$ cat config.mk
export PLATFORM = sky130hd
export DESIGN_NAME = rs3_skid
export DESIGN_NICKNAME = d
export VERILOG_FILES = /design/src/rs3_skid.sv
export SDC_FILE = /design/constraint.sdc
export NUM_CORES = 1
export LEC_CHECK = 0
export BUFFER_PORTS_ARGS = -buffer_cell sky130_fd_sc_hd__clkbuf_2
export CORE_AREA = 10 10 72 74
export DETAILED_ROUTE_END_ITERATION = 10
export DIE_AREA = 0 0 82 84
export PLACE_DENSITY = 0.78
export RECOVER_POWER = 25
export SLEW_MARGIN = 20
export SYNTH_ARGS = -nofsm -noshare
export SYNTH_HDL_FRONTEND = slang
export SYNTH_SLANG_ARGS = --single-unit
$ cat constraint.sdc
create_clock -name clk_i -period 3.9 [get_ports clk_i]
set_clock_uncertainty 0.15 [all_clocks]
set_input_delay 0 -clock clk_i [delete_from_list [all_inputs] [get_ports clk_i]]
set_output_delay 0 -clock clk_i [all_outputs]
set_load 0.1 [all_outputs]
$ cat src/rs3_skid.sv
// two-entry output buffer between the pipeline and the result channel
`timescale 1ns / 1ps

module rs3_skid #(
  parameter int Width = 25
) (
  input  logic             clk_i,
  input  logic             rst_ni,
  input  logic             in_valid_i,
  output logic             in_ready_o,
  input  logic [Width-1:0] in_data_i,
  output logic             out_valid_o,
  input  logic             out_ready_i,
  output logic [Width-1:0] out_data_o
);

  logic [Width-1:0] buf_q [2];
  logic             wr_ptr_q, rd_ptr_q;
  logic [1:0]       cnt_q;
  logic             push, pop;

  assign in_ready_o  = (cnt_q != 2'd2);
  assign out_valid_o = (cnt_q != 2'd0);
  assign out_data_o  = buf_q[rd_ptr_q];
  assign push        = in_valid_i && in_ready_o;
  assign pop         = out_valid_o && out_ready_i;

  always_ff @(posedge clk_i or negedge rst_ni) begin
    if (!rst_ni) begin
      wr_ptr_q <= 1'b0;
      rd_ptr_q <= 1'b0;
      cnt_q    <= 2'd0;
    end else begin
      if (push) begin
        wr_ptr_q <= ~wr_ptr_q;
      end
      if (pop) begin
        rd_ptr_q <= ~rd_ptr_q;
      end
      case ({push, pop})
        2'b10:   cnt_q <= cnt_q + 2'd1;
        2'b01:   cnt_q <= cnt_q - 2'd1;
        default: cnt_q <= cnt_q;
      endcase
    end
  end

  always_ff @(posedge clk_i) begin
    if (push) begin
      buf_q[wr_ptr_q] <= in_data_i;
    end
  end

endmodule

==> results by group <==
Routing
  • Routed vias: 1118
  • DR vias/cell: 4.78
  • Antenna viol nets, final: 0
  • First-pass iteration count of the detailed router: 4
  • Post-DR wirelength/cell: 15.7 microns
  • WL final: 3670 microns
  • Initial DRC count: 62
  • DRC: 0

Worst setup path
  • WP data arrival: 1840 ps
  • Max incr delay on CP: 740 ps
  • Levels on crit path: 2
  • Critical path class: flop to primary output
  • Reg2Reg Depth: 5
  • Crit path max fanout: 26
  • Worst reg-to-reg setup slack: 2200 ps
  • CP required: 3750 ps
  • Type of element launching the critical path: flop
  • Setup crit end: out_data_o[24]
  • R2R Path Start: cnt_q[0]$_DFFE_PN0P_
  • Reg-to-Reg End: cnt_q[1]$_DFFE_PN0P_
  • Cell family with most CP delay: flip-flops
  • CP Buf/Inv Count: 1
  • Worst-path cell chain: mux2_2 > clkbuf_2
  • Slowest-stage cell, CP: dfrtp_2
  • CP Capture Type: primary output
  • CP startpoint: rd_ptr_q$_DFFE_PN0P_

Yosys
  • #FFs+latches synth: 54
  • Yosys warns: 0
  • Post-Synthesis Cells: 95
  • Sequential area share after synthesis: 79.5%
  • Synth Net Count: 125
  • Cell Area, Synth: 0.00202 sq mm
  • Synth cell types: 14
  • Synthesized area per cell: 21.2 sq um

Timing
  • Worst rel slew slack: 60.7%
  • Final setup TNS: 0 ps
  • Setup violators final: 0
  • Period utilization: 51.1%
  • Fin. Hold Viols: 0
  • Final min period: 1990 ps
  • Fmax: 0.502 GHz
  • RSZ-0062 raised after global routing: false
  • Worst-Margin Slew: 589 ps
  • Max-slew violation count: 0

Outcome
  • Outcome: completed

Layout
  • Ant. Diodes: 0
  • Layout area overhead: 33.2%
  • Non-Filler Instances: 234
  • Final net count: 214
  • Ratio of cells with drive above 1 in the final layout: 42.9%
  • Layout filler cell count: 275

GRT
  • Largest net degree at the start of global routing: 27
  • GR Overflow Total: 0
  • GRT Util Overall: 11.4%
  • Vias in the first global route: 1255
  • Initial antenna violation count: 0
  • First-pass GRT wire length: 6090 microns

CTS
  • Clk_lat worst skew: 290 ps
  • Clk buf depth: 2
  • CTS Buf Count: 5
  • H-Tree Depth: 2
  • Setup repair bufs after CTS: 0
  • CTS tree: done
  • Clk root buf: clkbuf_8
  • Clock sinks: 54
  • CTS clock-pin slew for the worst setup and hold paths: 80 ps

Floorplan
  • # IOs: 56
  • Overall die width: 82 microns
  • Area of the core: 0.00386 sq mm
  • Row Count: 23
  • Die Area: 0.00689 sq mm
  • Initial Util: 52.3%
  • Die Span Y: 84 microns

Placement
  • Placed insts: 198
  • PortBufs: 55
  • RD Place Congestion: 0.702

Min path
  • HP Class: input pin to flop

Job
  • MaxCap Viol Count: 0
==> cell families after synthesis <==
family | count (synthesis) | synth area share, %
xor gates and xnor gates | 5 | 2.17
adders and majority gates | 1 | 0.621
buffers and inverters | 3 | 1.68
DFF | 54 | 79.5
muxes | 25 | 14.2
and+or+nand+nor | 7 | 1.92
==> worst min path at each step <==
| stage | start | to | slack (ps) | cells past startpoint |
|---|---|---|---|---|
| after CTS | in_data_i[14] | buf_q[1][14]$_DFFE_PP_ | 270 | 2 |
| final | in_data_i[16] | buf_q[1][16]$_DFFE_PP_ | 280 | 2 |
| after global placement | rst_ni | cnt_q[1]$_DFFE_PN0P_ | -340 | 1 |
| after floorplan | rst_ni | cnt_q[0]$_DFFE_PN0P_ | -450 | 0 |
| after detailed placement | rst_ni | rd_ptr_q$_DFFE_PN0P_ | -330 | 1 |
| after global routing | in_data_i[23] | buf_q[0][23]$_DFFE_PP_ | 290 | 2 |
==> state kept, by name (all words and copies together), names as in the netlist <==
name	count
buf_q	50
wr_ptr_q	1
cnt_q	2
rd_ptr_q	1
==> metal layers <==
| layer | share of wire, % | vias up | GRT usage, % |
|---|---|---|---|
| met5 | 0 | - | 0 |
| met4 | 1.1 | 0 | 2.79 |
| met3 | 9.2 | 7 | 5.39 |
| met2 | 51 | 42 | 18.8 |
| met1 | 39 | 529 | 12.8 |
| li1 | - | 540 | - |
==> area by class of cell <==
cell class	count	area [sq um]	share of cell area, %
Sequential cell	54	1600	59.7
Timing Repair Buffer	85	559	20.8
Multi-Input combinational cell	38	384	14.3
Clock buffer	7	76.3	2.84
Tap cell	50	62.6	2.33
==> metrics by stage <==
step           util, %  instance area (sq um)  worst slack [ps]  hold slack (ps)
2_1_floorplan        -                   2020               778             -446
3_3_place_gp      60.4                   2330              1850             -339
3_5_place_dp      60.4                   2330              1800             -334
4_1_cts           69.9                   2700              1530              272
5_1_grt           69.6                   2690              1810              287
6_report          69.6                   2690              1910              281
==> Yosys cell counts <==
cell	instances	area share, %
edfxtp_1	50	74
mux2_2	24	13
dfrtp_1	4	5.0
buf_6	3	1.7
xnor2_1	3	1.3
nor2_1	2	0.37
xor2_1	2	0.87
and2_4	1	0.43
and3_1	1	0.31
ha_1	1	0.62
mux2_4	1	0.74
nand2_1	1	0.19
nand2b_1	1	0.31
or2_1	1	0.31
==> layout by cell type, fill, tap and decap left out <==
master / count
and2_4: 1
and3_2: 1
buf_1: 1
buf_4: 1
clkbuf_1: 12
clkbuf_2: 44
clkbuf_8: 5
dfrtp_1: 3
dfrtp_2: 1
dlygate4sd3_1: 29
edfxtp_1: 50
ha_1: 1
mux2_2: 24
mux2_4: 1
nand2_1: 1
nand2b_1: 1
nor2_1: 1
nor2_2: 1
or2_1: 1
xnor2_1: 3
xor2_1: 2
==> what timing repair did <==
| item | in CTS | in global routing |
|---|---|---|
| hold endpoints to repair | 56 | 0 |
| hold buffers | 29 | 0 |
| resized for setup | 0 | 0 |
Power is left out: the tool's default activity adds up to more than one toggle a clock period on the data nets, which glitch-free logic cannot reach.
