==> config.mk <==
export PLATFORM = sky130hd
export DESIGN_NAME = rs3_lane
export DESIGN_NICKNAME = d
export VERILOG_FILES = /design/src/rs3_pkg.sv /design/src/rs3_lane.sv
export SDC_FILE = /design/constraint.sdc
export NUM_CORES = 1
export LEC_CHECK = 0
export BUFFER_PORTS_ARGS = -buffer_cell sky130_fd_sc_hd__buf_2
export CAP_MARGIN = 20
export CORE_UTILIZATION = 54
export CTS_CLUSTER_DIAMETER = 30
export DETAILED_ROUTE_END_ITERATION = 8
export GPL_TIMING_DRIVEN = 0
export PLACE_DENSITY_LB_ADDON = 0.08
export REMOVE_ABC_BUFFERS = 1
export SETUP_SLACK_MARGIN = 0.2
export SYNTH_ARGS = -nofsm -noshare
export SYNTH_HDL_FRONTEND = slang
export SYNTH_SLANG_ARGS = --single-unit
export TNS_END_PERCENT = 100
==> constraint.sdc <==
create_clock -name clk_i -period 6.7 [get_ports clk_i]
set_input_delay 0.67 -clock clk_i [delete_from_list [all_inputs] [get_ports clk_i]]
set_output_delay 0.67 -clock clk_i [all_outputs]
set_load 0.01 [all_outputs]
==> src/rs3_pkg.sv <==
// shared types and constants of the rgb 3x3 sharpen block
`timescale 1ns / 1ps

package rs3_pkg;

  // configuration port
  localparam int CfgIdxW  = 2;
  localparam int CfgDataW = 12;

  typedef enum logic [CfgIdxW-1:0] {
    CFG_WIDTH    = 2'd0,
    CFG_HEIGHT   = 2'd1,
    CFG_STRENGTH = 2'd2
  } cfg_idx_e;

  // register field widths and reset values
  localparam int WidthFieldW = 10;
  localparam int HeightW     = 12;
  localparam int StrW        = 4;
  localparam int WidthReset  = 320;
  localparam int HeightReset = 240;
  localparam int StrReset    = 4;
  localparam int MinDim      = 3;

  // row counter runs up to height + 1 while the frame drains
  localparam int RowW = HeightW + 1;

  // pixel layout: red in the low byte, then green, then blue
  localparam int ChanW   = 8;
  localparam int NumChan = 3;
  localparam int PixW    = ChanW * NumChan;
  localparam int ChanMax = 255;

  typedef logic [ChanW-1:0] chan_t;
  typedef logic [PixW-1:0]  pix_t;

  // 3x3 window, row-major, row 0 is the oldest line
  localparam int WinN      = 9;
  localparam int CenterIdx = 4;

  // lane arithmetic widths
  localparam int SumW = ChanW + 3;             // sum of eight neighbors
  localparam int PosW = StrW + 1 + ChanW + 3;  // 8*(k+1)*center
  localparam int NegW = StrW + SumW;           // k*sum

endpackage

==> src/rs3_lane.sv <==
// one color channel of the sharpen kernel, two register stages
`timescale 1ns / 1ps

module rs3_lane (
  input  logic                   clk_i,
  input  logic                   en_i,
  input  logic [rs3_pkg::StrW-1:0] k_i,
  input  logic                   border_i,
  input  rs3_pkg::chan_t         win_i [rs3_pkg::WinN],
  output rs3_pkg::chan_t         res_o
);

  import rs3_pkg::*;

  logic [SumW-1:0]   nbr_sum;
  logic [StrW:0]     k_plus1;
  logic [PosW-1:0]   pos_prod;
  logic [PosW-1:0]   pos_d, pos_q;
  logic [NegW-1:0]   neg_d, neg_q;
  chan_t             center_q;
  logic              border_q;
  logic [PosW-1:0]   neg_ext;
  logic [PosW-1:0]   diff;
  logic [PosW-1:0]   quot;
  chan_t             sharp;
  chan_t             res_d, res_q;

  // stage 1: neighbor sum and the two products
  always_comb begin
    nbr_sum = '0;
    for (int i = 0; i < WinN; i++) begin
      if (i != CenterIdx) begin
        nbr_sum = nbr_sum + SumW'(win_i[i]);
      end
    end
  end

  assign k_plus1  = {1'b0, k_i} + (StrW + 1)'(1);
  assign pos_prod = PosW'(k_plus1) * PosW'(win_i[CenterIdx]);
  assign pos_d    = pos_prod << 3;
  assign neg_d    = NegW'(k_i) * NegW'(nbr_sum);

  always_ff @(posedge clk_i) begin
    if (en_i) begin
      pos_q    <= pos_d;
      neg_q    <= neg_d;
      center_q <= win_i[CenterIdx];
      border_q <= border_i;
    end
  end

  // stage 2: subtract, clamp at zero, divide by 8, cap at full scale; border pixels keep the centre
  assign neg_ext = PosW'(neg_q);
  assign diff    = pos_q - neg_ext;
  assign quot    = diff >> 3;

  always_comb begin
    if (neg_ext > pos_q) begin
      sharp = '0;
    end else if (quot > PosW'(ChanMax)) begin
      sharp = ChanW'(ChanMax);
    end else begin
      sharp = quot[ChanW-1:0];
    end
    res_d = border_q ? center_q : sharp;
  end

  always_ff @(posedge clk_i) begin
    if (en_i) begin
      res_q <= res_d;
    end
  end

  assign res_o = res_q;

endmodule

==> results of run 1 <==
[metal layers]
metal  up-vias  GRT usage (%)  part of all wire [%]
li1       2225              -                     -
met1      2241           29.4                    45
met2        71           36.1                    52
met3         6           1.91                   3.3
met4         0           3.38                  0.54
met5         -              0                     0
[layout by cell type (no fill, tap or decap), types with 6 or more instances in the layout]
master,instances
nor3_1,13
inv_2,6
xor2_1,9
xnor2_1,19
inv_1,145
nand2_1,45
nor2_1,29
fa_1,82
buf_4,11
edfxtp_1,45
a21oi_1,12
nor2b_1,9
and2b_2,7
buf_2,84
ha_1,58
a311oi_1,8
and2_1,39
[registers in the layout (all words and copies together), names as in the netlist]
| name | cells |
|---|---|
| pos_q | 13 |
| res_o | 8 |
| border_q | 1 |
| neg_q | 15 |
| center_q | 8 |
[worst max path at each step]
stage,from,to,cells after the start
after floorplan,win_i[2],neg_q[13]$_DFFE_PP_,26
after global placement,win_i[2],neg_q[13]$_DFFE_PP_,27
after detailed placement,win_i[2],neg_q[13]$_DFFE_PP_,27
after CTS,win_i[50],neg_q[14]$_DFFE_PP_,28
after global routing,win_i[10],neg_q[13]$_DFFE_PP_,28
final,win_i[10],neg_q[13]$_DFFE_PP_,28
[worst max-delay path: stages]
cell	delay, ns
buf_6	0.07
inv_2	0.03
fa_1	0.55
inv_2	0.04
fa_1	0.48
fa_1	0.50
inv_2	0.04
fa_1	0.47
inv_1	0.04
ha_2	0.19
fa_2	0.35
a21o_1	0.19
a21oi_2	0.17
o21bai_1	0.09
a21oi_2	0.22
xnor2_2	0.08
buf_4	0.14
and2_4	0.15
fa_1	0.49
inv_1	0.05
fa_1	0.48
inv_2	0.05
ha_4	0.23
and2_4	0.14
o21ai_4	0.14
o31ai_4	0.10
o41a_1	0.35
xor2_1	0.18
[metrics by stage]
stage	std cells	util [%]
2_1_floorplan	622	-
3_3_place_gp	848	61.5
3_5_place_dp	848	61.5
4_1_cts	865	64.6
5_1_grt	867	65.5
6_report	867	65.5
[logic make-up after synthesis]
| group | Yosys count |
|---|---|
| AOI/OAI and AO/OA | 75 |
| and+or+nand+nor | 174 |
| xor gates and xnor gates | 29 |
| muxes | 1 |
| adders and majority gates | 147 |
| DFF | 45 |
| buffers and inverters | 159 |
[what timing repair did]
item,CTS,global route
setup buffers,9,2
setup endpoints to repair,6,7
endpoints found under the hold margin,0,0
resized for setup,28,18
pin swaps,29,21
[final cells by class]
class,count,area [um^2]
Clock buffer,5,125
Clock inverter,3,21.3
Fill cell,913,3790
Inverter,151,567
Multi-Input combinational cell,426,4430
Sequential cell,45,1350
Tap cell,140,175
Timing Repair Buffer,97,526
==> flow_metrics.env, run 1 <==
export IMPL_status="finished, final reports clean"
export IMPL_post_place_ws_ns=-0.824
export IMPL_clock_root_buffer="clkbuf_16"
export IMPL_io_buffers=86
export IMPL_min_path_cells=1
export IMPL_yosysMostFrequentCell="inv_1"
export IMPL_die_h_um=109
export IMPL_synth_flop_cell="edfxtp_1"
export IMPL_cap_violations=0
export IMPL_via_per_inst=5.24
export IMPL_final_nets=952
export IMPL_ant_nets=0
export IMPL_timing_final_crit_share_pct=99.2
export IMPL_finalSetupViolCount=0
export IMPL_relSlewSlack_pct=31.2
export IMPL_chipWidth_um=109
export IMPL_synth_mux_area_share_pct=0.182
export IMPL_yosysUniqueCellTypes=53
export IMPL_stdcell_area_um2=7190
export IMPL_fin_setup_tns_ns=0
export IMPL_dr_pass1_iters=4
export IMPL_dpl_cell_area_um2=6760
export IMPL_final_hold_viol_count=0
export IMPL_synthCells=630
export IMPL_grtUsageTotal_pct=21.0
export IMPL_h_tree_depth=2
export IMPL_grt_overflow_total=0
export IMPL_finalWorstSetupSlack_ns=0.0558
export IMPL_r2r_setup_slack_ns=3.50
export IMPL_r2r_start="pos_q[3]$_DFFE_PP_"
export IMPL_ys_seq_area_share_pct=21.8
export IMPL_crit_type="in2reg"
export IMPL_pin_count=87
export IMPL_hold_buffers=0
export IMPL_cts_buffer_depth=2
export IMPL_vias=4543
export IMPL_yosys_warnings=0
export IMPL_rows=38
export IMPL_synth_top_cell_by_area="fa_1"
export IMPL_ys_ff_latch=45
export IMPL_coreArea_um2=11000
export IMPL_grt_pass1_vias=4577
export IMPL_antenna_cells=0
export IMPL_grt_max_degree=46
export IMPL_clk_pin_slew_worst_paths_ns=0.06
export IMPL_synth_simple_area_share_pct=14.9
export IMPL_cp_required_ns=6.74
export IMPL_cts_inserted_buffers=5
export IMPL_synth_xor_xnor_area_share_pct=4.10
export IMPL_critPathCaptureType="flop"
export IMPL_worstReg2RegEnd="res_o[5]$_DFFE_PP_"
export IMPL_min_path_type="in2reg"
export IMPL_synth_adder_area_share_pct=39.8
export IMPL_startpoint_type="input port"
export IMPL_hpwl_mm=9.36
export IMPL_drive_gt1_share_pct=22.6
export IMPL_grt_pass1_wl_mm=19.8
export IMPL_synth_top_family_by_area="adder cells"
export IMPL_die_area_um2=11900
export IMPL_fin_crit_ns=6.64
export IMPL_min_from="border_i"
export IMPL_syn_avg_cell_area_um2=9.83
export IMPL_fmax_mhz=151
export IMPL_hold_slack_ns=0.561
export IMPL_cp_arrival_ns=6.68
export IMPL_drcViolationCount=0
export IMPL_place_congestion=0.814
export IMPL_synth_common_cells="inv_1, fa_1, ha_1"
export IMPL_tightest_slew_ns=1.03
export IMPL_async_flop_share_pct=0
export IMPL_slew_violations=0
export IMPL_critPathMaxFanout=2
export IMPL_rsz0062_at_grt="yes"
export IMPL_tritoncts="built"
export IMPL_area_growth_pct=16.2
export IMPL_drt_total_wl_mm=11.6
export IMPL_antenna_found_initial=0
export IMPL_wl_per_cell_um=13.4
export IMPL_yosysTopAreaCellShare_pct=26.8
export IMPL_first_iter_violations=101
export IMPL_synth_edf_count=45
export IMPL_r2r_cells=7
export IMPL_insertion_delay_ns=0.28
export IMPL_yosys_top_cells_area="fa_1, edfxtp_1, ha_1, inv_1, and2_1"
export IMPL_numClockSinks=45
export IMPL_min_to="border_q$_DFFE_PP_"
export IMPL_synth_compound_area_share_pct=9.46
export IMPL_start_util_pct=56.4
export IMPL_final_setup_skew_ns=0.00501
export IMPL_syn_area_um2=6190
Power of run 1 is not shown: default switching activity piles up to over one toggle a cycle in this logic, so the estimate is an artifact.
==> run 2, diff against run 1 <==
- CORE_UTILIZATION: 54 -> 60
- clock period: 6.7 -> 7.85 ns (I/O delays scaled with it)
==> flow_metrics.env, run 2 (same netlist as run 1, synthesis figures left out) <==
export IMPL_status="finished, final reports clean"
export IMPL_clock_root_buffer="clkbuf_8"
export IMPL_grtUsageTotal_pct=22.0
export IMPL_ant_nets=0
export IMPL_final_setup_skew_ns=0.00651
export IMPL_hold_buffers=0
export IMPL_r2r_start="pos_q[3]$_DFFE_PP_"
export IMPL_drt_total_wl_mm=11.1
export IMPL_largest_registers="neg_q x15, pos_q x13"
export IMPL_cp_arrival_ns=7.33
export IMPL_chipWidth_um=104
export IMPL_place_congestion=0.793
export IMPL_drcViolationCount=0
export IMPL_dr_pass1_iters=4
export IMPL_min_path_type="in2reg"
export IMPL_cts_buffer_depth=2
export IMPL_drive_gt1_share_pct=16.2
export IMPL_coreArea_um2=9910
export IMPL_die_h_um=104
export IMPL_critPathMaxFanout=5
export IMPL_cap_violations=0
export IMPL_antenna_found_initial=0
export IMPL_cts_setup_buffers=0
export IMPL_grt_overflow_total=0
export IMPL_min_from="border_i"
export IMPL_cp_required_ns=7.90
export IMPL_relSlewSlack_pct=32.8
export IMPL_vias=4396
export IMPL_largest_reg_flops=15
export IMPL_antenna_cells=0
export IMPL_fin_crit_ns=7.28
export IMPL_fin_setup_tns_ns=0
export IMPL_layout_common_cells="inv_1, buf_2, fa_1, ha_1"
export IMPL_grt_max_degree=46
export IMPL_finalSetupViolCount=0
export IMPL_insertion_delay_ns=0.30
export IMPL_rows=36
export IMPL_tightest_slew_ns=1.01
export IMPL_h_tree_depth=2
export IMPL_numClockSinks=45
export IMPL_area_growth_pct=10.9
export IMPL_timing_final_crit_share_pct=92.7
export IMPL_wl_per_cell_um=13.0
export IMPL_startpoint_type="input port"
export IMPL_start_util_pct=62.5
export IMPL_final_nets=941
export IMPL_fmax_mhz=137
export IMPL_hpwl_mm=9.47
export IMPL_regMostFlops="neg_q"
export IMPL_via_per_inst=5.18
export IMPL_grt_pass1_vias=4451
export IMPL_min_path_cells=1
export IMPL_first_iter_violations=155
export IMPL_crit_type="in2reg"
export IMPL_r2r_cells=7
export IMPL_clk_pin_slew_worst_paths_ns=0.09
export IMPL_tritoncts="built"
export IMPL_grt_pass1_wl_mm=19.4
export IMPL_critPathCaptureType="flop"
export IMPL_final_common_cell="inv_1"
export IMPL_slew_violations=0
export IMPL_pin_count=87
export IMPL_cts_inserted_buffers=5
export IMPL_rsz0062_at_grt="no"
export IMPL_post_cts_resized=0
export IMPL_final_hold_viol_count=0
export IMPL_startpoint="win_i[2]"
export IMPL_die_area_um2=10700
export IMPL_io_buffers=86
[run 2: cell types whose count changed in the layout (fill, tap and decap cells not counted), moves of 6 or more]
cell     previous run  this run
buf_4              11         0
a21oi_1            12        18
ha_1               58        64
inv_1             145       151
inv_2               6         0
[run 2: cell type report]
type,instances,area (um^2)
Clock buffer,6,72.6
Multi-Input combinational cell,426,4240
Inverter,151,567
Timing Repair Buffer,86,430
Clock inverter,2,38.8
Sequential cell,45,1350
Tap cell,133,166
Fill cell,805,3040
[run 2: worst paths after layout]
| path | to | slack, ns |
|---|---|---|
| setup reg to reg | res_o[1]$_DFFE_PP_ | 4.78 |
| hold reg to reg | res_o[6]$_DFFE_PP_ | 0.71 |
| hold / removal | border_q$_DFFE_PP_ | 0.66 |
| setup / recovery | neg_q[13]$_DFFE_PP_ | 0.57 |
[run 2: per-layer routing]
layer,GRT usage [%],wire (um)
met5,0,0
met1,29.9,4960
met4,3.93,73
met3,1.70,254
met2,39.2,5770
[run 2: stage by stage]
step / std cells / hold WS [ns] / util (%) / setup slack [ns] / area [um^2]
2_1_floorplan: 622 / 0.628 / - / 0.811 / 6150
3_3_place_gp: 841 / 0.695 / 68.1 / 0.344 / 6750
3_5_place_dp: 841 / 0.706 / 68.1 / 0.167 / 6750
4_1_cts: 849 / 0.651 / 69.2 / 0.486 / 6860
5_1_grt: 849 / 0.659 / 69.3 / 0.287 / 6870
6_report: 849 / 0.658 / 69.3 / 0.569 / 6870
[run 2: worst max-delay path: stages]
cell      delay (ns)
buf_2           0.07
inv_1           0.04
fa_1            0.53
inv_1           0.06
fa_1            0.50
fa_1            0.54
inv_1           0.05
fa_1            0.52
inv_1           0.04
ha_1            0.22
fa_1            0.41
a21o_1          0.18
a21oi_1         0.27
o21bai_1        0.10
a21oi_1         0.24
xnor2_1         0.16
and2_1          0.20
fa_1            0.49
inv_1           0.06
fa_1            0.53
inv_1           0.04
ha_1            0.35
and2_1          0.16
o21ai_0         0.15
o31ai_1         0.13
o41a_1          0.35
xor2_1          0.15
Power of run 2 is left out for the same reason.
